`src/hdl/deq_pkg.sv`:
```
// shared types, codes and sizes for the double-ended queue
// no dependencies; used by every module of the block
package deq_pkg;

    localparam int DEPTH = 16;
    localparam int CNT_W = $clog2(DEPTH + 1);
    localparam int VAL_W = 32;

    // action codes on the input request
    localparam logic [2:0] ACT_PUSH_FRONT = 3'd0;
    localparam logic [2:0] ACT_PUSH_BACK  = 3'd1;
    localparam logic [2:0] ACT_POP_FRONT  = 3'd2;
    localparam logic [2:0] ACT_POP_BACK   = 3'd3;
    localparam logic [2:0] ACT_SEARCH     = 3'd4;
    localparam logic [2:0] ACT_CLEAR      = 3'd5;

    // status codes on the result
    localparam logic [1:0] ST_OK    = 2'd0;
    localparam logic [1:0] ST_FULL  = 2'd1;
    localparam logic [1:0] ST_EMPTY = 2'd2;

    // cell operation codes, already qualified by full and empty
    localparam logic [2:0] OP_NOP        = 3'd0;
    localparam logic [2:0] OP_SHIFT_IN   = 3'd1;
    localparam logic [2:0] OP_FILL_TAIL  = 3'd2;
    localparam logic [2:0] OP_SHIFT_OUT  = 3'd3;
    localparam logic [2:0] OP_DROP_TAIL  = 3'd4;
    localparam logic [2:0] OP_MATCH      = 3'd5;
    localparam logic [2:0] OP_FLUSH      = 3'd6;

    typedef struct packed {
        logic [2:0]       op;
        logic [VAL_W-1:0] value;
    } cell_cmd_t;

endpackage

```
`src/hdl/deq_cell.sv`:
```
// one storage cell of the queue chain: value, valid bit and search match bit
// depends on deq_pkg
module deq_cell (
    input  logic                     aclk,
    input  logic                     aresetn,
    input  deq_pkg::cell_cmd_t       cmd,
    input  logic [deq_pkg::VAL_W-1:0] left_val,
    input  logic                     left_valid,
    input  logic [deq_pkg::VAL_W-1:0] right_val,
    input  logic                     right_valid,
    output logic [deq_pkg::VAL_W-1:0] val_reg,
    output logic                     valid_reg,
    output logic                     match_reg
);

    logic [deq_pkg::VAL_W-1:0] val_next;
    logic                      valid_next;
    logic                      match_next;

    always_comb begin
        val_next   = val_reg;
        valid_next = valid_reg;
        match_next = 1'b0;
        case (cmd.op)
            deq_pkg::OP_SHIFT_IN: begin
                val_next   = left_val;
                valid_next = left_valid;
            end
            deq_pkg::OP_FILL_TAIL: begin
                // the first free cell, behind the last used one or cell 0 of an empty row, takes the new value
                if (!valid_reg && left_valid) begin
                    val_next   = cmd.value;
                    valid_next = 1'b1;
                end
            end
            deq_pkg::OP_SHIFT_OUT: begin
                val_next   = right_val;
                valid_next = right_valid;
            end
            deq_pkg::OP_DROP_TAIL: begin
                if (valid_reg && !right_valid) begin
                    valid_next = 1'b0;
                end
            end
            deq_pkg::OP_MATCH: begin
                match_next = valid_reg && (val_reg == cmd.value);
            end
            deq_pkg::OP_FLUSH: begin
                valid_next = 1'b0;
            end
            default: begin
            end
        endcase
    end

    always_ff @(posedge aclk) begin
        if (!aresetn) begin
            valid_reg <= 1'b0;
            match_reg <= 1'b0;
        end else begin
            valid_reg <= valid_next;
            match_reg <= match_next;
        end
        val_reg <= val_next;
    end

endmodule

```
`src/hdl/deq_collect.sv`:
```
// gathers front value, back value and search outcome from the cell row
// depends on deq_pkg
module deq_collect (
    input  logic [deq_pkg::VAL_W-1:0] cell_val [deq_pkg::DEPTH],
    input  logic [deq_pkg::DEPTH-1:0] cell_valid,
    input  logic [deq_pkg::DEPTH-1:0] cell_match,
    output logic [deq_pkg::VAL_W-1:0] front_value,
    output logic [deq_pkg::VAL_W-1:0] back_value,
    output logic                      found
);

    logic [deq_pkg::DEPTH-1:0] is_tail;

    // tail cell is the last valid one; the row is always packed from cell 0
    always_comb begin
        for (int i = 0; i < deq_pkg::DEPTH - 1; i++) begin
            is_tail[i] = cell_valid[i] && !cell_valid[i+1];
        end
        is_tail[deq_pkg::DEPTH-1] = cell_valid[deq_pkg::DEPTH-1];
    end

    always_comb begin
        back_value = '0;
        for (int i = 0; i < deq_pkg::DEPTH; i++) begin
            back_value = back_value | (cell_val[i] & {deq_pkg::VAL_W{is_tail[i]}});
        end
    end

    assign front_value = cell_valid[0] ? cell_val[0] : '0;
    assign found       = |cell_match;

endmodule

```
`src/hdl/double_ended_queue_core.sv`:
```
// top level of the bounded double-ended queue of signed 32-bit values
// depends on deq_pkg, deq_cell, deq_collect
//
// The queue is a row of DEPTH cells, cell 0 holding the front value. A push
// at the front shifts the whole row one cell back, a pop at the front shifts
// it one cell forward, a push at the back fills the first free cell and a pop
// at the back frees the last used one; a search has every cell compare its
// value at once. Each input request yields exactly one result. A request
// proceeds thus: in the cycle it is accepted the cells update, in the next
// the front, back and search results are gathered from the row into the
// output register. A new request is accepted only after the previous one is
// gathered and while the result side keeps up; the next may be accepted while
// the previous result is still being taken. A push onto a full queue returns
// status 1, a pop from an empty one status 2; both leave the queue as it was.
// Action codes 6 and 7 change nothing and report the current contents.
// No clearing pass runs after reset: the valid bits clear at once.
module double_ended_queue_core (
    input  logic        aclk,
    input  logic        aresetn,
    input  logic        s_tvalid,
    output logic        s_tready,
    input  logic [39:0] s_tdata,   // action[2:0], value[34:3], zero fill
    output logic        m_tvalid,
    input  logic        m_tready,
    output logic [79:0] m_tdata    // status[1:0], front_value[33:2], back_value[65:34],
                                   // count[70:66], empty_flag[71], found[72], zero fill
);

    localparam logic [deq_pkg::CNT_W-1:0] CNT_FULL = deq_pkg::CNT_W'(deq_pkg::DEPTH);
    localparam logic [deq_pkg::CNT_W-1:0] CNT_ONE  = deq_pkg::CNT_W'(1);

    // request fields
    logic [2:0]                action;
    logic [deq_pkg::VAL_W-1:0] value;

    assign action = s_tdata[2:0];
    assign value  = s_tdata[34:3];

    // control registers
    logic                      busy_reg;
    logic                      busy_next;
    logic [deq_pkg::CNT_W-1:0] count_reg;
    logic [deq_pkg::CNT_W-1:0] count_next;
    logic [1:0]                status_reg;
    logic [1:0]                status_next;
    logic                      m_valid_reg;
    logic                      m_valid_next;
    logic [79:0]               m_data_reg;
    logic [79:0]               m_data_next;

    logic                      accept;
    logic                      full;
    logic                      empty;
    deq_pkg::cell_cmd_t        cmd;
    logic [1:0]                req_status;

    // one request in flight at a time; the output register frees up on take
    // nothing is taken while reset is held
    assign s_tready = aresetn && !busy_reg && (!m_valid_reg || m_tready);
    assign accept   = s_tvalid && s_tready;
    assign full     = (count_reg == CNT_FULL);
    assign empty    = (count_reg == '0);

    // turn the action into a cell command, refusing pushes when full and pops when empty
    always_comb begin
        cmd.value  = value;
        cmd.op     = deq_pkg::OP_NOP;
        req_status = deq_pkg::ST_OK;
        count_next = count_reg;
        if (accept) begin
            case (action)
                deq_pkg::ACT_PUSH_FRONT: begin
                    if (full) begin
                        req_status = deq_pkg::ST_FULL;
                    end else begin
                        cmd.op     = deq_pkg::OP_SHIFT_IN;
                        count_next = count_reg + CNT_ONE;
                    end
                end
                deq_pkg::ACT_PUSH_BACK: begin
                    if (full) begin
                        req_status = deq_pkg::ST_FULL;
                    end else begin
                        cmd.op     = deq_pkg::OP_FILL_TAIL;
                        count_next = count_reg + CNT_ONE;
                    end
                end
                deq_pkg::ACT_POP_FRONT: begin
                    if (empty) begin
                        req_status = deq_pkg::ST_EMPTY;
                    end else begin
                        cmd.op     = deq_pkg::OP_SHIFT_OUT;
                        count_next = count_reg - CNT_ONE;
                    end
                end
                deq_pkg::ACT_POP_BACK: begin
                    if (empty) begin
                        req_status = deq_pkg::ST_EMPTY;
                    end else begin
                        cmd.op     = deq_pkg::OP_DROP_TAIL;
                        count_next = count_reg - CNT_ONE;
                    end
                end
                deq_pkg::ACT_SEARCH: begin
                    cmd.op = deq_pkg::OP_MATCH;
                end
                deq_pkg::ACT_CLEAR: begin
                    cmd.op     = deq_pkg::OP_FLUSH;
                    count_next = '0;
                end
                default: begin
                end
            endcase
        end
    end

    // cell row
    logic [deq_pkg::VAL_W-1:0] cell_val [deq_pkg::DEPTH];
    logic [deq_pkg::DEPTH-1:0] cell_valid;
    logic [deq_pkg::DEPTH-1:0] cell_match;

    genvar g;
    generate
        for (g = 0; g < deq_pkg::DEPTH; g++) begin : g_cell
            logic [deq_pkg::VAL_W-1:0] lv;
            logic                      lvalid;
            logic [deq_pkg::VAL_W-1:0] rv;
            logic                      rvalid;

            // cell 0 sees the pushed value on its front side, the last cell an empty one behind
            if (g == 0) begin : g_head
                assign lv     = value;
                assign lvalid = 1'b1;
            end else begin : g_mid
                assign lv     = cell_val[g-1];
                assign lvalid = cell_valid[g-1];
            end
            if (g == deq_pkg::DEPTH - 1) begin : g_tail
                assign rv     = '0;
                assign rvalid = 1'b0;
            end else begin : g_body
                assign rv     = cell_val[g+1];
                assign rvalid = cell_valid[g+1];
            end

            deq_cell u_cell (
                .aclk        (aclk),
                .aresetn     (aresetn),
                .cmd         (cmd),
                .left_val    (lv),
                .left_valid  (lvalid),
                .right_val   (rv),
                .right_valid (rvalid),
                .val_reg     (cell_val[g]),
                .valid_reg   (cell_valid[g]),
                .match_reg   (cell_match[g])
            );
        end
    endgenerate

    // result gathering from the updated row
    logic [deq_pkg::VAL_W-1:0] front_value;
    logic [deq_pkg::VAL_W-1:0] back_value;
    logic                      found;
    logic [4:0]                count_out;
    logic                      empty_flag;

    deq_collect u_collect (
        .cell_val    (cell_val),
        .cell_valid  (cell_valid),
        .cell_match  (cell_match),
        .front_value (front_value),
        .back_value  (back_value),
        .found       (found)
    );

    // count field is reported masked to its width
    assign count_out  = 5'(count_reg);
    assign empty_flag = (count_reg == '0);

    always_comb begin
        busy_next    = accept;
        status_next  = accept ? req_status : status_reg;
        m_valid_next = m_valid_reg;
        m_data_next  = m_data_reg;
        if (m_valid_reg && m_tready) begin
            m_valid_next = 1'b0;
        end
        if (busy_reg) begin
            m_valid_next = 1'b1;
            m_data_next  = {7'd0, found, empty_flag, count_out, back_value,
                            front_value, status_reg};
        end
    end

    always_ff @(posedge aclk) begin
        if (!aresetn) begin
            busy_reg    <= 1'b0;
            count_reg   <= '0;
            m_valid_reg <= 1'b0;
        end else begin
            busy_reg    <= busy_next;
            count_reg   <= count_next;
            m_valid_reg <= m_valid_next;
        end
        status_reg <= status_next;
        m_data_reg <= m_data_next;
    end

    assign m_tvalid = m_valid_reg;
    assign m_tdata  = m_data_reg;

endmodule

```
`config.mk`:
```
export PLATFORM = sky130hd
export DESIGN_NAME = double_ended_queue_core
export DESIGN_NICKNAME = d
export VERILOG_FILES = /design/src/hdl/deq_pkg.sv /design/src/hdl/deq_cell.sv /design/src/hdl/deq_collect.sv /design/src/hdl/double_ended_queue_core.sv
export SDC_FILE = /design/constraint.sdc
export NUM_CORES = 2
export LEC_CHECK = 0
export BUFFER_PORTS_ARGS = -buffer_cell sky130_fd_sc_hd__clkbuf_2
export CAP_MARGIN = 10
export CORE_ASPECT_RATIO = 1.1
export CORE_UTILIZATION = 42
export CTS_CLUSTER_DIAMETER = 200
export DETAILED_ROUTE_END_ITERATION = 16
export PLACE_DENSITY = 0.67
export REMOVE_ABC_BUFFERS = 1
export SYNTH_ARGS = -nofsm -noshare
export SYNTH_HDL_FRONTEND = slang
export SYNTH_SLANG_ARGS = --single-unit
```
`constraint.sdc`:
```
create_clock -name aclk -period 13.7 [get_ports aclk]
set_input_delay 0 -clock aclk [delete_from_list [all_inputs] [get_ports aclk]]
set_output_delay 0 -clock aclk [all_outputs]
set_load 0.01 [all_outputs]
```
# == Word-level counts from Yosys, hierarchy flattened ==
# Index checks and enable logic that the tools add are counted.
# word_totals
reg_bits,626
input_bits,44
out_inout_bits,82
# classes
addsub,2
n_eq_ne,61
muxes,92
bitwise,31
reduce_logical,100
# op_table
cell,n
case mux 32 bit (3 select lines),16
bitwise AND 32 bit,16
equality test 32 bit,16
2-to-1 mux 32 bit,16
OR 32 bit,15
case mux 1 bit (5 select lines),14
inequality test 2 x 1 -> 1 bit (second input constant),30
AND reduction 3 bit,14
AND reduction 2 bit,19
logical AND 1 bit,35
2-to-1 mux 1 bit,34
case mux 3 bit (6 select lines),1
logical NOT 1 bit,17
OR reduction 16 bit,1
equality test 3 bit (second input constant),5
case mux 5 bit (3 select lines),1
equality test 3 x 2 -> 1 bit (second input constant),4
2-to-1 mux 5 bit,2
nonzero test 3 bit,3
equality test 3 x 1 -> 1 bit (second input constant),2
2-to-1 mux 2 bit,3
2-to-1 mux 3 bit,2
inequality test 2 bit (second input constant),3
OR reduction 2 bit,3
other kinds (14),14

# == Longest topological paths before layout ==
# logic_depth
word_depth,18
depth_mapped,9
ltp_nobuf,8

# == Modules after synthesis ==
# A second synthesis with hierarchy kept.
# unflattened
cells_unflattened,4211
area_unflattened_um2,42498.3
# by_module_without_submodules
module,instances,cells_per_inst,area_per_inst_um2,seq_area_each_um2
deq_cell,16,203,2138.3,1001.0
deq_collect,1,813,5388.9,0.0
double_ended_queue_core,1,150,2896.5,2392.3

# == Worst setup path before layout ==
# No wires, ideal clock.
# synth_timing
path_kind,register -> register
from,reg busy_reg
to,reg g_cell[1].u_cell.val_reg[0] (netlist bit) (enable)
setup_ns,0.421
arrival_ns,4.482
path_slack_ns,8.797
path_stages_with_launch,8
n_path_buf,2
cell_sequence,dfxtp_1 -> and2b_1 -> nand4_1 -> or2_2 -> buf_2 -> buf_2 -> nor2_1 -> nor2_1
# synth_between
elab_chain_cells,8
elab_cells_between_ends,11
classes_between,4 x eq/ne; 1 x mux; 6 x reduce/logical
# synth_rtl
element,line_no,source
start: declaration,double_ended_queue_core.sv:40,logic busy_reg;
start signal: assignment,double_ended_queue_core.sv:202,busy_reg <= busy_next;
logical NOT 1 bit *,double_ended_queue_core.sv:59,assign s_tready = aresetn && !busy_reg && (!m_valid_reg || m_tready);
logical AND 1 bit * (2 in series),double_ended_queue_core.sv:59,
logical AND 1 bit *,double_ended_queue_core.sv:60,assign accept = s_tvalid && s_tready;
2-to-1 mux 3 bit *,double_ended_queue_core.sv:70,if (accept) begin
equality test 3 x 2 -> 1 bit or equality test 3 x 1 -> 1 bit (tied branches),deq_cell.sv:24,case (cmd.op)
inequality test 2 x 1 -> 1 bit (no line) or nonzero test 3 bit (tied branches),n/a,
AND reduction 2 bit (no line) *,n/a,
end signal: assignment,deq_cell.sv:64,val_reg <= val_next;
end: declaration,deq_cell.sv:11,"output logic [deq_pkg::VAL_W-1:0] val_reg,"
# Every way passes the cells marked *; elsewhere a longest branch is shown, timed or not.
# A chain may end at the register's enable or synchronous reset.

# == Worst setup path in the final report ==
# layout_timing
from,reg count_reg (netlist bit count_out[0])
to,reg g_cell[7].u_cell.val_reg[10] (netlist bit) (data pin)
# layout_between
elab_chain_cells,6
elab_cells_between_ends,12
classes_between,4 x eq/ne; 7 x mux; 1 x reduce/logical
# layout_rtl
element,line_no,source
start: declaration,double_ended_queue_core.sv:42,logic [deq_pkg::CNT_W-1:0] count_reg;
start signal: assignment,double_ended_queue_core.sv:203,count_reg <= count_next;
equality test 5 bit or logical NOT 5 bit (tied branches),"double_ended_queue_core.sv:61, double_ended_queue_core.sv:62",
"2-to-1 mux 1 bit, or another cell as far along",double_ended_queue_core.sv:73,if (full) begin
case mux 3 bit (6 select lines) *,double_ended_queue_core.sv:71,case (action)
2-to-1 mux 3 bit *,double_ended_queue_core.sv:70,
equality test 3 x 2 -> 1 bit or equality test 3 x 1 -> 1 bit (tied branches),deq_cell.sv:24,
case mux 32 bit (3 select lines) *,deq_cell.sv:24,
named net g_cell[7].u_cell.val_next (one bit),deq_cell.sv:16,logic [deq_pkg::VAL_W-1:0] val_next;
end signal: assignment,deq_cell.sv:64,
end: declaration,deq_cell.sv:11,
# Mark *: on every way through the listed nets, which the timed path passes. The rest lies on a longest branch.

==> reports/metrics.cfg <==
[worst_setup_path]
end_kind=register
worstReg2RegStart=count_out[0]$_SDFFE_PN0P_
crit_path_cell_trace=or4_1 > o2111ai_2 > or3_4 > buf_4 > buf_4 > a221o_1
r2r_end=g_cell[7].u_cell.val_reg[10]$_DFFE_PP_
r2r_cells=6
critPathMaxStageDelay_ps=1030
startpoint_type=register
critPathMostFrequentCell=buf_4
crit_buf_inv=2
cp_max_fo=107
cp_top_family=buffers and inverters
crit_required_ps=14180
crit_type=register to register
ff2ff_setup_slack_ps=8860
arrival_ps=5320
cp_slowest_cell=buf_4

[power_and_ir_drop]
total_power_mw=4.71
switching_share_pct=26.9
p_sw_mw=1.27
p_leak_nw=13.0
peakVddDrop_mv=0.0809
power_density_mw_per_mm2=123
p_comb_share_pct=11.7
power.internal_mw=3.44
clockPowerShare_pct=41.5
p_seq_share_pct=46.8

[timing]
relSlewSlack_pct=17.1
min_period_ps=4840
slew_viol_final=0
skew_ps=30.0
worst_pin_slew_ps=1240
hold_viol=0
fmax_mhz=207
rsz0062_at_grt=no
final-setup-viol-count=0
fin_crit_sh_pct=35.3

[logic_synthesis]
ys_types=63
synth_edf_count=587
synth_top_flop_cell=edfxtp_1
synth_top_area_share_pct=49.9
yosysWarnings=0
avgSynthCellArea_um2=12.8
syn-instance-count=2756
ys_seq_elements=626
yosys-top-cells-area=edfxtp_1 (50%), a221o_1 (13%), xor2_1 (12%)
synthesis.area_mm2=0.0353
yosys.area.top_type=edfxtp_1
async_reset_ff_share_pct=0
seq_area_frac_synth_pct=52.1

[clock_tree]
path_clk_slew_ps=60
clock-sinks=626
htree_num_levels=3
cts-resized-gates=0
cts_root_buf=clkbuf_16
cts_inserted_buffers=70
cts_max_path_buffers=3
clk_latency_ps=650
cts_tree=done

[floorplanning]
io_pins=126
start_util_pct=42.4
die_x_um=279
die_area_mm2=0.0853
fp.coreArea_mm2=0.0833
row_count=111
dieHeight_um=306

[global_route]
grt-ovfl-total=0
track_usage_pct=35.9
grt_max_degree=182
grt_pass1_vias=26028
grt_pass1_wl_mm=214
antenna_found_initial=9

[drt]
drc_errors=0
wire_per_inst_um=41.3
via_count=28849
dr.pass1.iters=8
avgViaCountPerCell=7.58
ant_nets=0
drt_iter0_markers=5822
totalWireLength_mm=157

[final_layout]
area_growth_pct=8.59
drive_above_1_share_pct=13.2
largest_reg_flops=512
layout_common_cells=edfxtp_1 (587), xor2_1 (494), a221o_1 (448)
layout_commonest_cell=edfxtp_1
final_nets=2728
stdcell_area_mm2=0.0384

[run]
drv_cap=0

[worst_hold_path]
min_from=s_tdata[6]
min_to=g_cell[0].u_cell.val_reg[3]$_DFFE_PP_
hp-class=input port to register
holdPathStages=2

[placement]
placed_cell_area_mm2=0.0360
io_buffers=113
hpwl_mm=101
place_congestion=1.08

[run_status]
outcome=completed

## final cells by class
| cell class | instances | area [um2] |
|---|---|---|
| Fill cell | 7471 | 45000 |
| Multi-Input combinational cell | 1792 | 15300 |
| Sequential cell | 626 | 18400 |
| Tap cell | 1073 | 1340 |
| Inverter | 25 | 93.8 |
| Clock inverter | 33 | 350 |
| Antenna cell | 4 | 10.0 |
| Clock buffer | 86 | 1910 |
| Timing Repair Buffer | 165 | 995 |
## cells by family (layout without fill, tap and decap cells)
group	Yosys count	after routing	synth area share, %
AOI/OAI and AO/OA	829	829	21.6
xor gates and xnor gates	513	513	12.7
adders and majority gates	4	4	0.163
buffers and inverters	344	309	5.57
DFF	626	626	52.1
muxes	30	30	0.956
other	1	11	0.0106
and+or+nand+nor	409	409	6.85
## repair_timing
action,4_1_cts,5_1_grt
endpoints found under the hold margin,22,0
hold buffers,4,0
setup buffers,0,0
## stage by stage
step                      std cells  TNS (ps)  setup slack (ps)  util [%]  hold WS (ps)
after floorplan                2443  -7207640            -15810         -           128
after global placement         3676         0              9160      43.3           320
after detailed placement       3676         0              9050      43.3           304
after CTS                      3799         0              9040      46.0           114
after global routing           3800         0              8740      46.0           154
final                          3804         0              8860      46.1           149
## worst max-delay path by stage
stage                     cells past startpoint                       from  slack, ps                                     end
after floorplan                               4        busy_reg$_SDFF_PN0_     -15810   g_cell[0].u_cell.val_reg[0]$_DFFE_PP_
after global placement                        6  count_out[0]$_SDFFE_PN0P_       9160  g_cell[7].u_cell.val_reg[30]$_DFFE_PP_
after detailed placement                      6  count_out[0]$_SDFFE_PN0P_       9050  g_cell[7].u_cell.val_reg[10]$_DFFE_PP_
after CTS                                     6  count_out[0]$_SDFFE_PN0P_       9040   g_cell[1].u_cell.val_reg[7]$_DFFE_PP_
after global routing                          6  count_out[0]$_SDFFE_PN0P_       8740   g_cell[4].u_cell.val_reg[7]$_DFFE_PP_
final                                         6  count_out[0]$_SDFFE_PN0P_       8860  g_cell[7].u_cell.val_reg[10]$_DFFE_PP_
## layer usage
metal	vias to the layer above	part of all wire, %	global-route usage (%)
li1	11126	-	-
met1	14287	35	46.0
met2	2837	43	52.7
met3	589	14	10.4
met4	10	8.1	23.4
met5	-	0.045	0
## power groups by stage
| stage | clock network, mW | registers (mW) | logic, mW |
|---|---|---|---|
| 5_1_grt | 2.02 | 2.21 | 0.549 |
| 4_1_cts | 1.95 | 2.20 | 0.524 |
| 3_5_place_dp | 0 | 2.24 | 0.520 |
| 2_1_floorplan | 0 | 2.23 | 0.255 |
| 6_report | 1.95 | 2.21 | 0.551 |
| 3_3_place_gp | 0 | 2.24 | 0.517 |
## synthesized netlist by cell type, types with 2 or more instances
cell type,count
ha_1,3
a22o_1,128
nand4_1,66
o2111ai_1,2
a21o_1,36
buf_1,5
a21oi_1,19
o21bai_1,3
buf_2,27
nor4_1,117
a221oi_1,130
inv_1,24
a221o_1,448
xnor2_1,19
nand3_1,15
clkbuf_1,176
mux2_2,30
nor3_1,52
o21ai_0,20
edfxtp_1,587
o221ai_1,13
and2_4,29
o311a_1,13
and2_1,48
nand2_1,6
nor2_1,53
a22oi_1,2
buf_6,61
or2_2,2
xor2_1,494
buf_4,49
nor2b_1,9
dfxtp_1,39
a21boi_0,2
No activity file was read; power rests on OpenSTA's default activity.
